[src/hdl/sgr_pkg.sv]
`default_nettype none
// -----------------------------------------------------------------------------
// sgr_pkg
// Shared types and constants of the stream group reverser.
// -----------------------------------------------------------------------------
package sgr_pkg;

   localparam int MAX_GROUP_DEF  = 16;
   localparam int DATA_WIDTH_DEF = 32;
   localparam int VALUE_W        = 32;
   localparam int GROUP_W        = 5;

   localparam logic [GROUP_W-1:0] GROUP_RESET = GROUP_W'(1);

   // per-chain control for one cycle
   typedef struct packed {
      logic push;   // shift up, new item enters at cell 0
      logic load;   // write the new item at the addressed cell
      logic pop;    // shift down toward cell 0
   } sgr_ctrl_type;

   typedef enum logic [1:0] {
      ST_FILL  = 2'b01,
      ST_DRAIN = 2'b10
   } sgr_state_type;

endpackage : sgr_pkg
`default_nettype wire

[src/hdl/sgr_cell.sv]
`default_nettype none
// -----------------------------------------------------------------------------
// sgr_cell
// One storage cell of the chain; takes data from either neighbor or the input.
// -----------------------------------------------------------------------------
module sgr_cell
   import sgr_pkg::*;
#(
   parameter int WIDTH = DATA_WIDTH_DEF
) (
   input  wire logic             clock,
   input  wire sgr_ctrl_type     ctrl,
   input  wire logic             sel,
   input  wire logic [WIDTH-1:0] din,
   input  wire logic [WIDTH-1:0] from_lower,
   input  wire logic [WIDTH-1:0] from_upper,
   output logic      [WIDTH-1:0] q
);

   logic [WIDTH-1:0] data_ff;
   logic [WIDTH-1:0] data_in;

   always_comb begin
      data_in = data_ff;
      if (ctrl.load && sel) begin
         data_in = din;
      end else if (ctrl.push) begin
         data_in = from_lower;
      end else if (ctrl.pop) begin
         data_in = from_upper;
      end
   end

   always_ff @(posedge clock) begin
      data_ff <= data_in;
   end

   assign q = data_ff;

endmodule : sgr_cell
`default_nettype wire

[src/hdl/sgr_chain.sv]
`default_nettype none
// -----------------------------------------------------------------------------
// sgr_chain
// Row of cells working as a stack (push/pop) or a queue (load/pop).
// -----------------------------------------------------------------------------
module sgr_chain
   import sgr_pkg::*;
#(
   parameter int DEPTH = MAX_GROUP_DEF,
   parameter int WIDTH = DATA_WIDTH_DEF,
   parameter int IDX_W = $clog2(DEPTH + 1)
) (
   input  wire logic             clock,
   input  wire sgr_ctrl_type     ctrl,
   input  wire logic [IDX_W-1:0] load_index,
   input  wire logic [WIDTH-1:0] din,
   output logic      [WIDTH-1:0] head
);

   logic [WIDTH-1:0] cell_q [DEPTH];

   for (genvar i = 0; i < DEPTH; i++) begin : g_cell
      logic [WIDTH-1:0] lower;
      logic [WIDTH-1:0] upper;

      if (i == 0) begin : g_first
         assign lower = din;
      end else begin : g_mid
         assign lower = cell_q[i-1];
      end

      if (i == DEPTH - 1) begin : g_last
         assign upper = '0;
      end else begin : g_below
         assign upper = cell_q[i+1];
      end

      sgr_cell #(
         .WIDTH(WIDTH)
      ) u_cell (
         .clock      (clock),
         .ctrl       (ctrl),
         .sel        (load_index == IDX_W'(i)),
         .din        (din),
         .from_lower (lower),
         .from_upper (upper),
         .q          (cell_q[i])
      );
   end

   assign head = cell_q[0];

endmodule : sgr_chain
`default_nettype wire

[src/hdl/stream_group_reverser_unit.sv]
`default_nettype none
// -----------------------------------------------------------------------------
// stream_group_reverser_unit
// Reverse a stream of values in groups of group_size; a partial group at the
// end of the list leaves in arrival order.
// Output: the first result of a group is registered after the block has
//   entered drain on the item that completes the group (or ends the list);
//   then one per cycle while the output is not stalled. Throughput: one
//   item per cycle while filling; the input stalls while a group drains.
// Reset: synchronous; clears fill count, drain state, output valid and sets
//   group_size to 1. Cell contents are not reset.
// -----------------------------------------------------------------------------
module stream_group_reverser_unit
   import sgr_pkg::*;
#(
   parameter int MAX_GROUP  = MAX_GROUP_DEF,
   parameter int DATA_WIDTH = DATA_WIDTH_DEF
) (
   input  wire logic                      clock,
   input  wire logic                      reset,
   // configuration
   input  wire logic                      csr_write_enable,
   input  wire logic [GROUP_W-1:0]        csr_write_data,
   // input items
   input  wire logic                      req_valid,
   output logic                           req_stall,
   input  wire logic signed [VALUE_W-1:0] req_value,
   input  wire logic                      req_end_of_list,
   // result items
   output logic                           rsp_valid,
   input  wire logic                      rsp_stall,
   output logic signed [VALUE_W-1:0]      rsp_out_value,
   output logic                           rsp_run_last,
   output logic                           rsp_list_done
);

   localparam int CW = $clog2(MAX_GROUP + 1);          // count width
   localparam int GW = (CW > GROUP_W) ? CW : GROUP_W;  // compare width

   // --- registers ---
   sgr_state_type            state_ff,   state_in;
   logic [CW-1:0]            fill_ff,    fill_in;
   logic [CW-1:0]            remain_ff,  remain_in;
   logic                     reverse_ff, reverse_in;
   logic                     eol_ff,     eol_in;
   logic [GROUP_W-1:0]       group_ff,   group_in;
   logic                     valid_ff,   valid_in;
   logic [VALUE_W-1:0]       value_ff,   value_in;
   logic                     last_ff,    last_in;
   logic                     done_ff,    done_in;

   // --- datapath ---
   logic                     accept;
   logic                     out_free;
   logic                     pop;
   logic [CW-1:0]            n_next;
   logic [GW-1:0]            group_ext;
   logic [GW-1:0]            eff_group;
   logic                     group_full;
   logic [DATA_WIDTH-1:0]    din;
   logic [DATA_WIDTH-1:0]    stack_head;
   logic [DATA_WIDTH-1:0]    queue_head;
   sgr_ctrl_type             stack_ctrl;
   sgr_ctrl_type             queue_ctrl;

   assign req_stall = (state_ff != ST_FILL);
   assign accept    = req_valid && !req_stall;
   assign out_free  = !valid_ff || !rsp_stall;
   assign pop       = (state_ff == ST_DRAIN) && out_free;

   // Fill never reaches MAX_GROUP while filling, so the count cannot wrap.
   assign n_next = fill_ff + CW'(1);
   assign din    = DATA_WIDTH'(req_value);

   // Zero acts as 1; anything above MAX_GROUP saturates.
   assign group_ext = GW'(group_ff);
   always_comb begin
      if (group_ext == '0) begin
         eff_group = GW'(1);
      end else if (group_ext > GW'(MAX_GROUP)) begin
         eff_group = GW'(MAX_GROUP);
      end else begin
         eff_group = group_ext;
      end
   end
   assign group_full = (GW'(n_next) >= eff_group);

   // The stack chain holds the newest item at its head (reverse order), the
   // queue chain the oldest (arrival order). Both take every item.
   always_comb begin
      stack_ctrl      = '0;
      stack_ctrl.push = accept;
      stack_ctrl.pop  = pop && reverse_ff;
      queue_ctrl      = '0;
      queue_ctrl.load = accept;
      queue_ctrl.pop  = pop && !reverse_ff;
   end

   sgr_chain #(
      .DEPTH (MAX_GROUP),
      .WIDTH (DATA_WIDTH),
      .IDX_W (CW)
   ) u_stack (
      .clock      (clock),
      .ctrl       (stack_ctrl),
      .load_index (fill_ff),
      .din        (din),
      .head       (stack_head)
   );

   sgr_chain #(
      .DEPTH (MAX_GROUP),
      .WIDTH (DATA_WIDTH),
      .IDX_W (CW)
   ) u_queue (
      .clock      (clock),
      .ctrl       (queue_ctrl),
      .load_index (fill_ff),
      .din        (din),
      .head       (queue_head)
   );

   // --- control ---
   always_comb begin
      state_in   = state_ff;
      fill_in    = fill_ff;
      remain_in  = remain_ff;
      reverse_in = reverse_ff;
      eol_in     = eol_ff;
      group_in   = group_ff;
      valid_in   = valid_ff;
      value_in   = value_ff;
      last_in    = last_ff;
      done_in    = done_ff;

      if (csr_write_enable) begin
         group_in = csr_write_data;
      end

      // Release the output register once the held item is taken.
      if (out_free) begin
         valid_in = 1'b0;
      end

      case (state_ff)
         ST_FILL: begin
            if (accept) begin
               if (group_full || req_end_of_list) begin
                  // Drain: a full group reverses, a short final group does not.
                  state_in   = ST_DRAIN;
                  fill_in    = '0;
                  remain_in  = n_next;
                  reverse_in = group_full;
                  eol_in     = req_end_of_list;
               end else begin
                  fill_in = n_next;
               end
            end
         end
         ST_DRAIN: begin
            if (pop) begin
               valid_in  = 1'b1;
               value_in  = VALUE_W'(reverse_ff ? stack_head : queue_head);
               last_in   = (remain_ff == CW'(1));
               done_in   = (remain_ff == CW'(1)) && eol_ff;
               remain_in = remain_ff - CW'(1);
               if (remain_ff == CW'(1)) begin
                  state_in = ST_FILL;
               end
            end
         end
         default: begin
            state_in = ST_FILL;
         end
      endcase
   end

   always_ff @(posedge clock) begin
      if (reset) begin
         state_ff  <= ST_FILL;
         fill_ff   <= '0;
         remain_ff <= '0;
         group_ff  <= GROUP_RESET;
         valid_ff  <= 1'b0;
      end else begin
         state_ff  <= state_in;
         fill_ff   <= fill_in;
         remain_ff <= remain_in;
         group_ff  <= group_in;
         valid_ff  <= valid_in;
      end
   end

   // Payload and drain mode; no reset needed.
   always_ff @(posedge clock) begin
      reverse_ff <= reverse_in;
      eol_ff     <= eol_in;
      value_ff   <= value_in;
      last_ff    <= last_in;
      done_ff    <= done_in;
   end

   assign rsp_valid     = valid_ff;
   assign rsp_out_value = value_ff;
   assign rsp_run_last  = last_ff;
   assign rsp_list_done = done_ff;

   // --- assertions ---
   a_drain_has_work: assert property (@(posedge clock) disable iff (reset)
      (state_ff == ST_DRAIN) |-> (remain_ff != '0))
      else $error("drain state with nothing left to send");

   a_fill_in_range: assert property (@(posedge clock) disable iff (reset)
      accept |-> (fill_ff < CW'(MAX_GROUP)))
      else $error("fill count reached chain depth");

   a_done_is_last: assert property (@(posedge clock) disable iff (reset)
      (valid_ff && done_ff) |-> last_ff)
      else $error("list_done without run_last");

   a_last_ends_drain: assert property (@(posedge clock) disable iff (reset)
      (pop && (remain_ff == CW'(1))) |=> (state_ff == ST_FILL))
      else $error("drain did not end after last item");

endmodule : stream_group_reverser_unit
`default_nettype wire

[config.mk]
export PLATFORM = sky130hd
export DESIGN_NAME = stream_group_reverser_unit
export DESIGN_NICKNAME = d
export VERILOG_FILES = /design/src/hdl/sgr_pkg.sv /design/src/hdl/sgr_cell.sv /design/src/hdl/sgr_chain.sv /design/src/hdl/stream_group_reverser_unit.sv
export SDC_FILE = /design/constraint.sdc
export NUM_CORES = 2
export LEC_CHECK = 0
export ABC_AREA = 1
export BUFFER_PORTS_ARGS = -buffer_cell sky130_fd_sc_hd__buf_4
export CAP_MARGIN = 20
export CORE_ASPECT_RATIO = 0.75
export CORE_UTILIZATION = 40
export DETAILED_ROUTE_END_ITERATION = 16
export GPL_TIMING_DRIVEN = 0
export PLACE_DENSITY = 0.67
export SYNTH_ARGS = -nofsm -noshare
export SYNTH_HDL_FRONTEND = slang
export SYNTH_SLANG_ARGS = --single-unit
[constraint.sdc]
create_clock -name clock -period 98.2 [get_ports clock]
set_input_delay 4.91 -clock clock [delete_from_list [all_inputs] [get_ports clock]]
set_output_delay 4.91 -clock clock [all_outputs]
set_load 0.005 [all_outputs]
==> impl_metrics.prom <==
# TYPE chip_impl_metric gauge
chip_impl_metric{name="layoutNonFillerInstCount",unit=""} 5828
chip_impl_metric{name="n_antenna_cell",unit=""} 0
chip_impl_metric{name="route.antenna.remaining_nets",unit=""} 0
chip_impl_metric{name="ctsHoldBuffers",unit=""} 0
chip_impl_metric{name="placement_rows",unit=""} 105
chip_impl_info{name="post_synth_most_frequent_cells",value="1,946 x sky130_fd_sc_hd__nand2_1, 1,060 x sky130_fd_sc_hd__edfxtp_1, 423 x sky130_fd_sc_hd__o21ai_0"} 1
chip_impl_metric{name="clkLatencyLatePin",unit="ps"} 710
chip_impl_metric{name="synth-edff-count",unit=""} 1060
chip_impl_metric{name="worst-path-max-fanout",unit=""} 32
chip_impl_metric{name="n_fill_cell",unit=""} 9982
chip_impl_metric{name="fin_setup_tns",unit="ps"} 0
chip_impl_metric{name="wl_per_cell",unit="um"} 19.2
chip_impl_info{name="cp_common_cell",value="sky130_fd_sc_hd__buf_12"} 1
chip_impl_metric{name="routabilityCongestion",unit=""} 0.877
chip_impl_metric{name="drv_cap",unit=""} 0
chip_impl_metric{name="postSynthRegisterBits",unit=""} 1078
chip_impl_metric{name="grt_pass1_vias",unit=""} 29700
chip_impl_metric{name="ir_worst_vdd",unit="V"} 0.0000137
chip_impl_metric{name="post_cts.resized_instances",unit=""} 0
chip_impl_metric{name="num_vias",unit=""} 31000
chip_impl_info{name="crit_path_start_kind",value="input pin"} 1
chip_impl_metric{name="register_area",unit="um2"} 32200
chip_impl_metric{name="critical_path_arrival",unit="ps"} 8230
chip_impl_info{name="outcome",value="complete, no violations"} 1
chip_impl_metric{name="clk_pin_slew",unit="ps"} 60
chip_impl_metric{name="placedCellCount",unit=""} 5643
chip_impl_metric{name="design.final.nets",unit=""} 4357
chip_impl_metric{name="grt_start_max_net_pins",unit=""} 33
chip_impl_metric{name="synth_seq_area_share",unit="%"} 71.8
chip_impl_metric{name="netlist_instances",unit=""} 4092
chip_impl_info{name="critical_path_class",value="in2reg"} 1
chip_impl_info{name="postSynth.topFlopCell",value="sky130_fd_sc_hd__edfxtp_1"} 1
chip_impl_info{name="clockRootBuffer",value="sky130_fd_sc_hd__clkbuf_16"} 1
chip_impl_metric{name="die_width",unit="um"} 389
chip_impl_metric{name="timing_max_transition_violations_final",unit=""} 0
chip_impl_metric{name="grt-ovfl-total",unit=""} 0
chip_impl_metric{name="synth_area",unit="um2"} 44800
chip_impl_info{name="cts_tree",value="yes"} 1
chip_impl_metric{name="layout_cells_sized_above_1",unit="%"} 9.28
chip_impl_info{name="crit_chain",value="buf_4 > nand2_4 > clkbuf_1 > clkbuf_1 > o21ai_4 > buf_12 > buf_12 > buf_16 > buf_12 > buf_16 > buf_16 > buf_12 > buf_12"} 1
chip_impl_info{name="yosysTopAreaCell",value="sky130_fd_sc_hd__edfxtp_1"} 1
chip_impl_info{name="synth_most_common_cell",value="sky130_fd_sc_hd__nand2_1"} 1
chip_impl_metric{name="maxClockFrequency",unit="MHz"} 128
chip_impl_metric{name="finalCritPeriodShare",unit="%"} 7.94
chip_impl_metric{name="drt-vias-per-instance",unit=""} 5.32
chip_impl_metric{name="start_util",unit="%"} 40.7
chip_impl_metric{name="multi_input_comb_area",unit="um2"} 11000
chip_impl_info{name="synth_area_leaders",value="sky130_fd_sc_hd__edfxtp_1 71%, sky130_fd_sc_hd__nand2_1 16%, sky130_fd_sc_hd__o21ai_0 4.7%"} 1
chip_impl_metric{name="synth.net_count",unit=""} 4147
chip_impl_metric{name="cts-root-to-sink-buffers",unit=""} 3
chip_impl_metric{name="finalWirelength",unit="um"} 112000
chip_impl_metric{name="design.die.area",unit="um2"} 113000
chip_impl_metric{name="detail_route.drc_violations",unit=""} 0
chip_impl_metric{name="core",unit="um2"} 110000
chip_impl_metric{name="period_needed",unit="ps"} 7800
chip_impl_metric{name="ys_async_sr_fraction",unit="%"} 0
chip_impl_metric{name="floorplan.die.height",unit="um"} 292
chip_impl_metric{name="cts_max_level",unit=""} 3
chip_impl_metric{name="timing_worst_slew_pin_value",unit="ps"} 990
chip_impl_metric{name="syn_to_final_growth",unit="%"} 14.0
chip_impl_metric{name="clock_skew",unit="ps"} 25.3
chip_impl_info{name="hp-class",value="reg2reg"} 1
chip_impl_metric{name="report.final.hold_viol_count",unit=""} 0
chip_impl_metric{name="clock_sinks",unit=""} 1078
chip_impl_metric{name="cts-buffers-inserted",unit=""} 101
chip_impl_metric{name="number_of_antenna_violations_at_the_first_check_in_global_routing",unit=""} 3
chip_impl_metric{name="port_buffers",unit=""} 78
chip_impl_metric{name="leakagePower",unit="nW"} 20.6
chip_impl_info{name="timing.critical_path.slowest_stage_cell",value="sky130_fd_sc_hd__clkbuf_1"} 1
chip_impl_metric{name="synthesis.yosys.warnings",unit=""} 0
chip_impl_metric{name="pwr_density_cell",unit="nW/um2"} 21.1
chip_impl_metric{name="report.final.setup_viol",unit=""} 0
chip_impl_metric{name="drtPass1Iterations",unit=""} 6
chip_impl_metric{name="synth_cell_types",unit=""} 28
chip_impl_metric{name="groute.usage.overall",unit="%"} 19.5
chip_impl_metric{name="critPathMaxStageDelay",unit="ps"} 620
chip_impl_metric{name="grt_first_pass_wirelength",unit="um"} 171000
chip_impl_metric{name="syn_avg_cell_area",unit="um2"} 11.0
chip_impl_metric{name="dp_hpwl",unit="um"} 80200
chip_impl_metric{name="max_slew_margin",unit="%"} 33.8
chip_impl_metric{name="top_area_cell_type_share_of_the_netlist_area",unit="%"} 71.0
chip_impl_info{name="setup_repair_after_global_routing_missed_its_margin",value="no"} 1
chip_impl_metric{name="cts.repair_timing.setup_buffer_count",unit=""} 0
chip_impl_metric{name="worstPathRequired",unit="ps"} 98640
chip_impl_metric{name="first_iter_violations",unit=""} 3611
chip_impl_info{name="worst_setup_path_end_kind",value="register"} 1
chip_impl_metric{name="boundaryPins",unit=""} 79
-- through the flow --
step	hold slack, ps	area, um2	power [W]	worst slack, ps	util (%)
floorplan	452	44800	0.000688	53540	-
global placement	473	47200	0.000745	36930	42.9
detailed placement	477	48000	0.000699	89700	43.5
CTS	490	51100	0.00108	90430	46.4
global route	518	51100	0.00112	90260	46.4
finish	492	51100	0.00108	90400	46.4
-- kinds of logic after synthesis --
group	Yosys count	share of synthesized area, %
AOI/OAI and AO/OA	574	6.60
xor gates and xnor gates	2	0.0391
adders and majority gates	12	0.335
buffers and inverters	363	3.78
DFF	1078	71.8
and+or+nand+nor	2063	17.5
-- routing by layer --
metal | track usage, % | part of all wire [%]
met2 | 24.8 | 38
met1 | 31.6 | 48
met3 | 6.53 | 12
met5 | 0 | 0
met4 | 3.27 | 1.3
-- placed cells by master (no fill, tap or decap), types with 7 or more instances in the layout --
master	instances
sky130_fd_sc_hd__a21oi_1	14
sky130_fd_sc_hd__bufinv_16	7
sky130_fd_sc_hd__dfxtp_1	18
sky130_fd_sc_hd__ha_1	12
sky130_fd_sc_hd__buf_6	25
sky130_fd_sc_hd__buf_16	14
sky130_fd_sc_hd__edfxtp_1	1060
sky130_fd_sc_hd__nand2_2	8
sky130_fd_sc_hd__buf_12	15
sky130_fd_sc_hd__o21ai_2	23
sky130_fd_sc_hd__o21ai_1	113
sky130_fd_sc_hd__nand3_1	13
sky130_fd_sc_hd__clkinv_2	17
sky130_fd_sc_hd__buf_2	79
sky130_fd_sc_hd__clkbuf_1	162
sky130_fd_sc_hd__buf_4	90
sky130_fd_sc_hd__inv_1	96
sky130_fd_sc_hd__nand2_1	1938
sky130_fd_sc_hd__o21ai_0	422
sky130_fd_sc_hd__clkinv_1	27
sky130_fd_sc_hd__clkbuf_16	102
sky130_fd_sc_hd__nor2_1	90
-- cell type report --
class / instances / share of cell area, %
Buffer: 262 / 2.57
Sequential cell: 1078 / 63.0
Clock inverter: 64 / 1.08
Timing Repair Buffer: 107 / 2.49
Clock buffer: 121 / 5.13
Inverter: 101 / 0.741
Multi-Input combinational cell: 2651 / 21.5
Tap cell: 1444 / 3.53
-- worst max-delay path, delay by kind of cell --
kind | cells | cell delay (ps)
AND/OR/NAND/NOR | 1 | 230
AO/OA/AOI/OAI | 1 | 240
buffers and inverters | 11 | 2730
-- sequential cells by signal (all words and copies together), names as in the netlist, 2 cells and up, named ones only --
register and count:
rsp_out_value 32, u_queue.g_cell.u_cell.q 512, state_ff 2, u_stack.g_cell.u_cell.q 512, remain_ff 5, fill_ff 5, group_ext 5
-- path summary, 6_finish.rpt --
check / startpoint / endpoint / slack, ps / depth (start not counted)
setup reg to reg: state_ff[1]$_SDFFE_PP0P_ / u_stack.g_cell[8].u_cell.q[11]$_DFFE_PP_ / 94010 / 16
hold reg to reg: group_ext[0]$_SDFFE_PP1P_ / group_ext[0]$_SDFFE_PP1P_ / 490 / 2
setup / recovery: req_valid / u_stack.g_cell[8].u_cell.q[11]$_DFFE_PP_ / 90400 / 13
hold / removal: group_ext[0]$_SDFFE_PP1P_ / group_ext[0]$_SDFFE_PP1P_ / 490 / 2
-- power by group --
part           switching [W]  internal [W]  leakage, nW
registers          0.0000186      0.000559         9.97
clock network       0.000175      0.000210         1.55
logic              0.0000812     0.0000327         9.06
total               0.000275      0.000802         20.6
No activity file was read; power rests on OpenSTA's default activity.
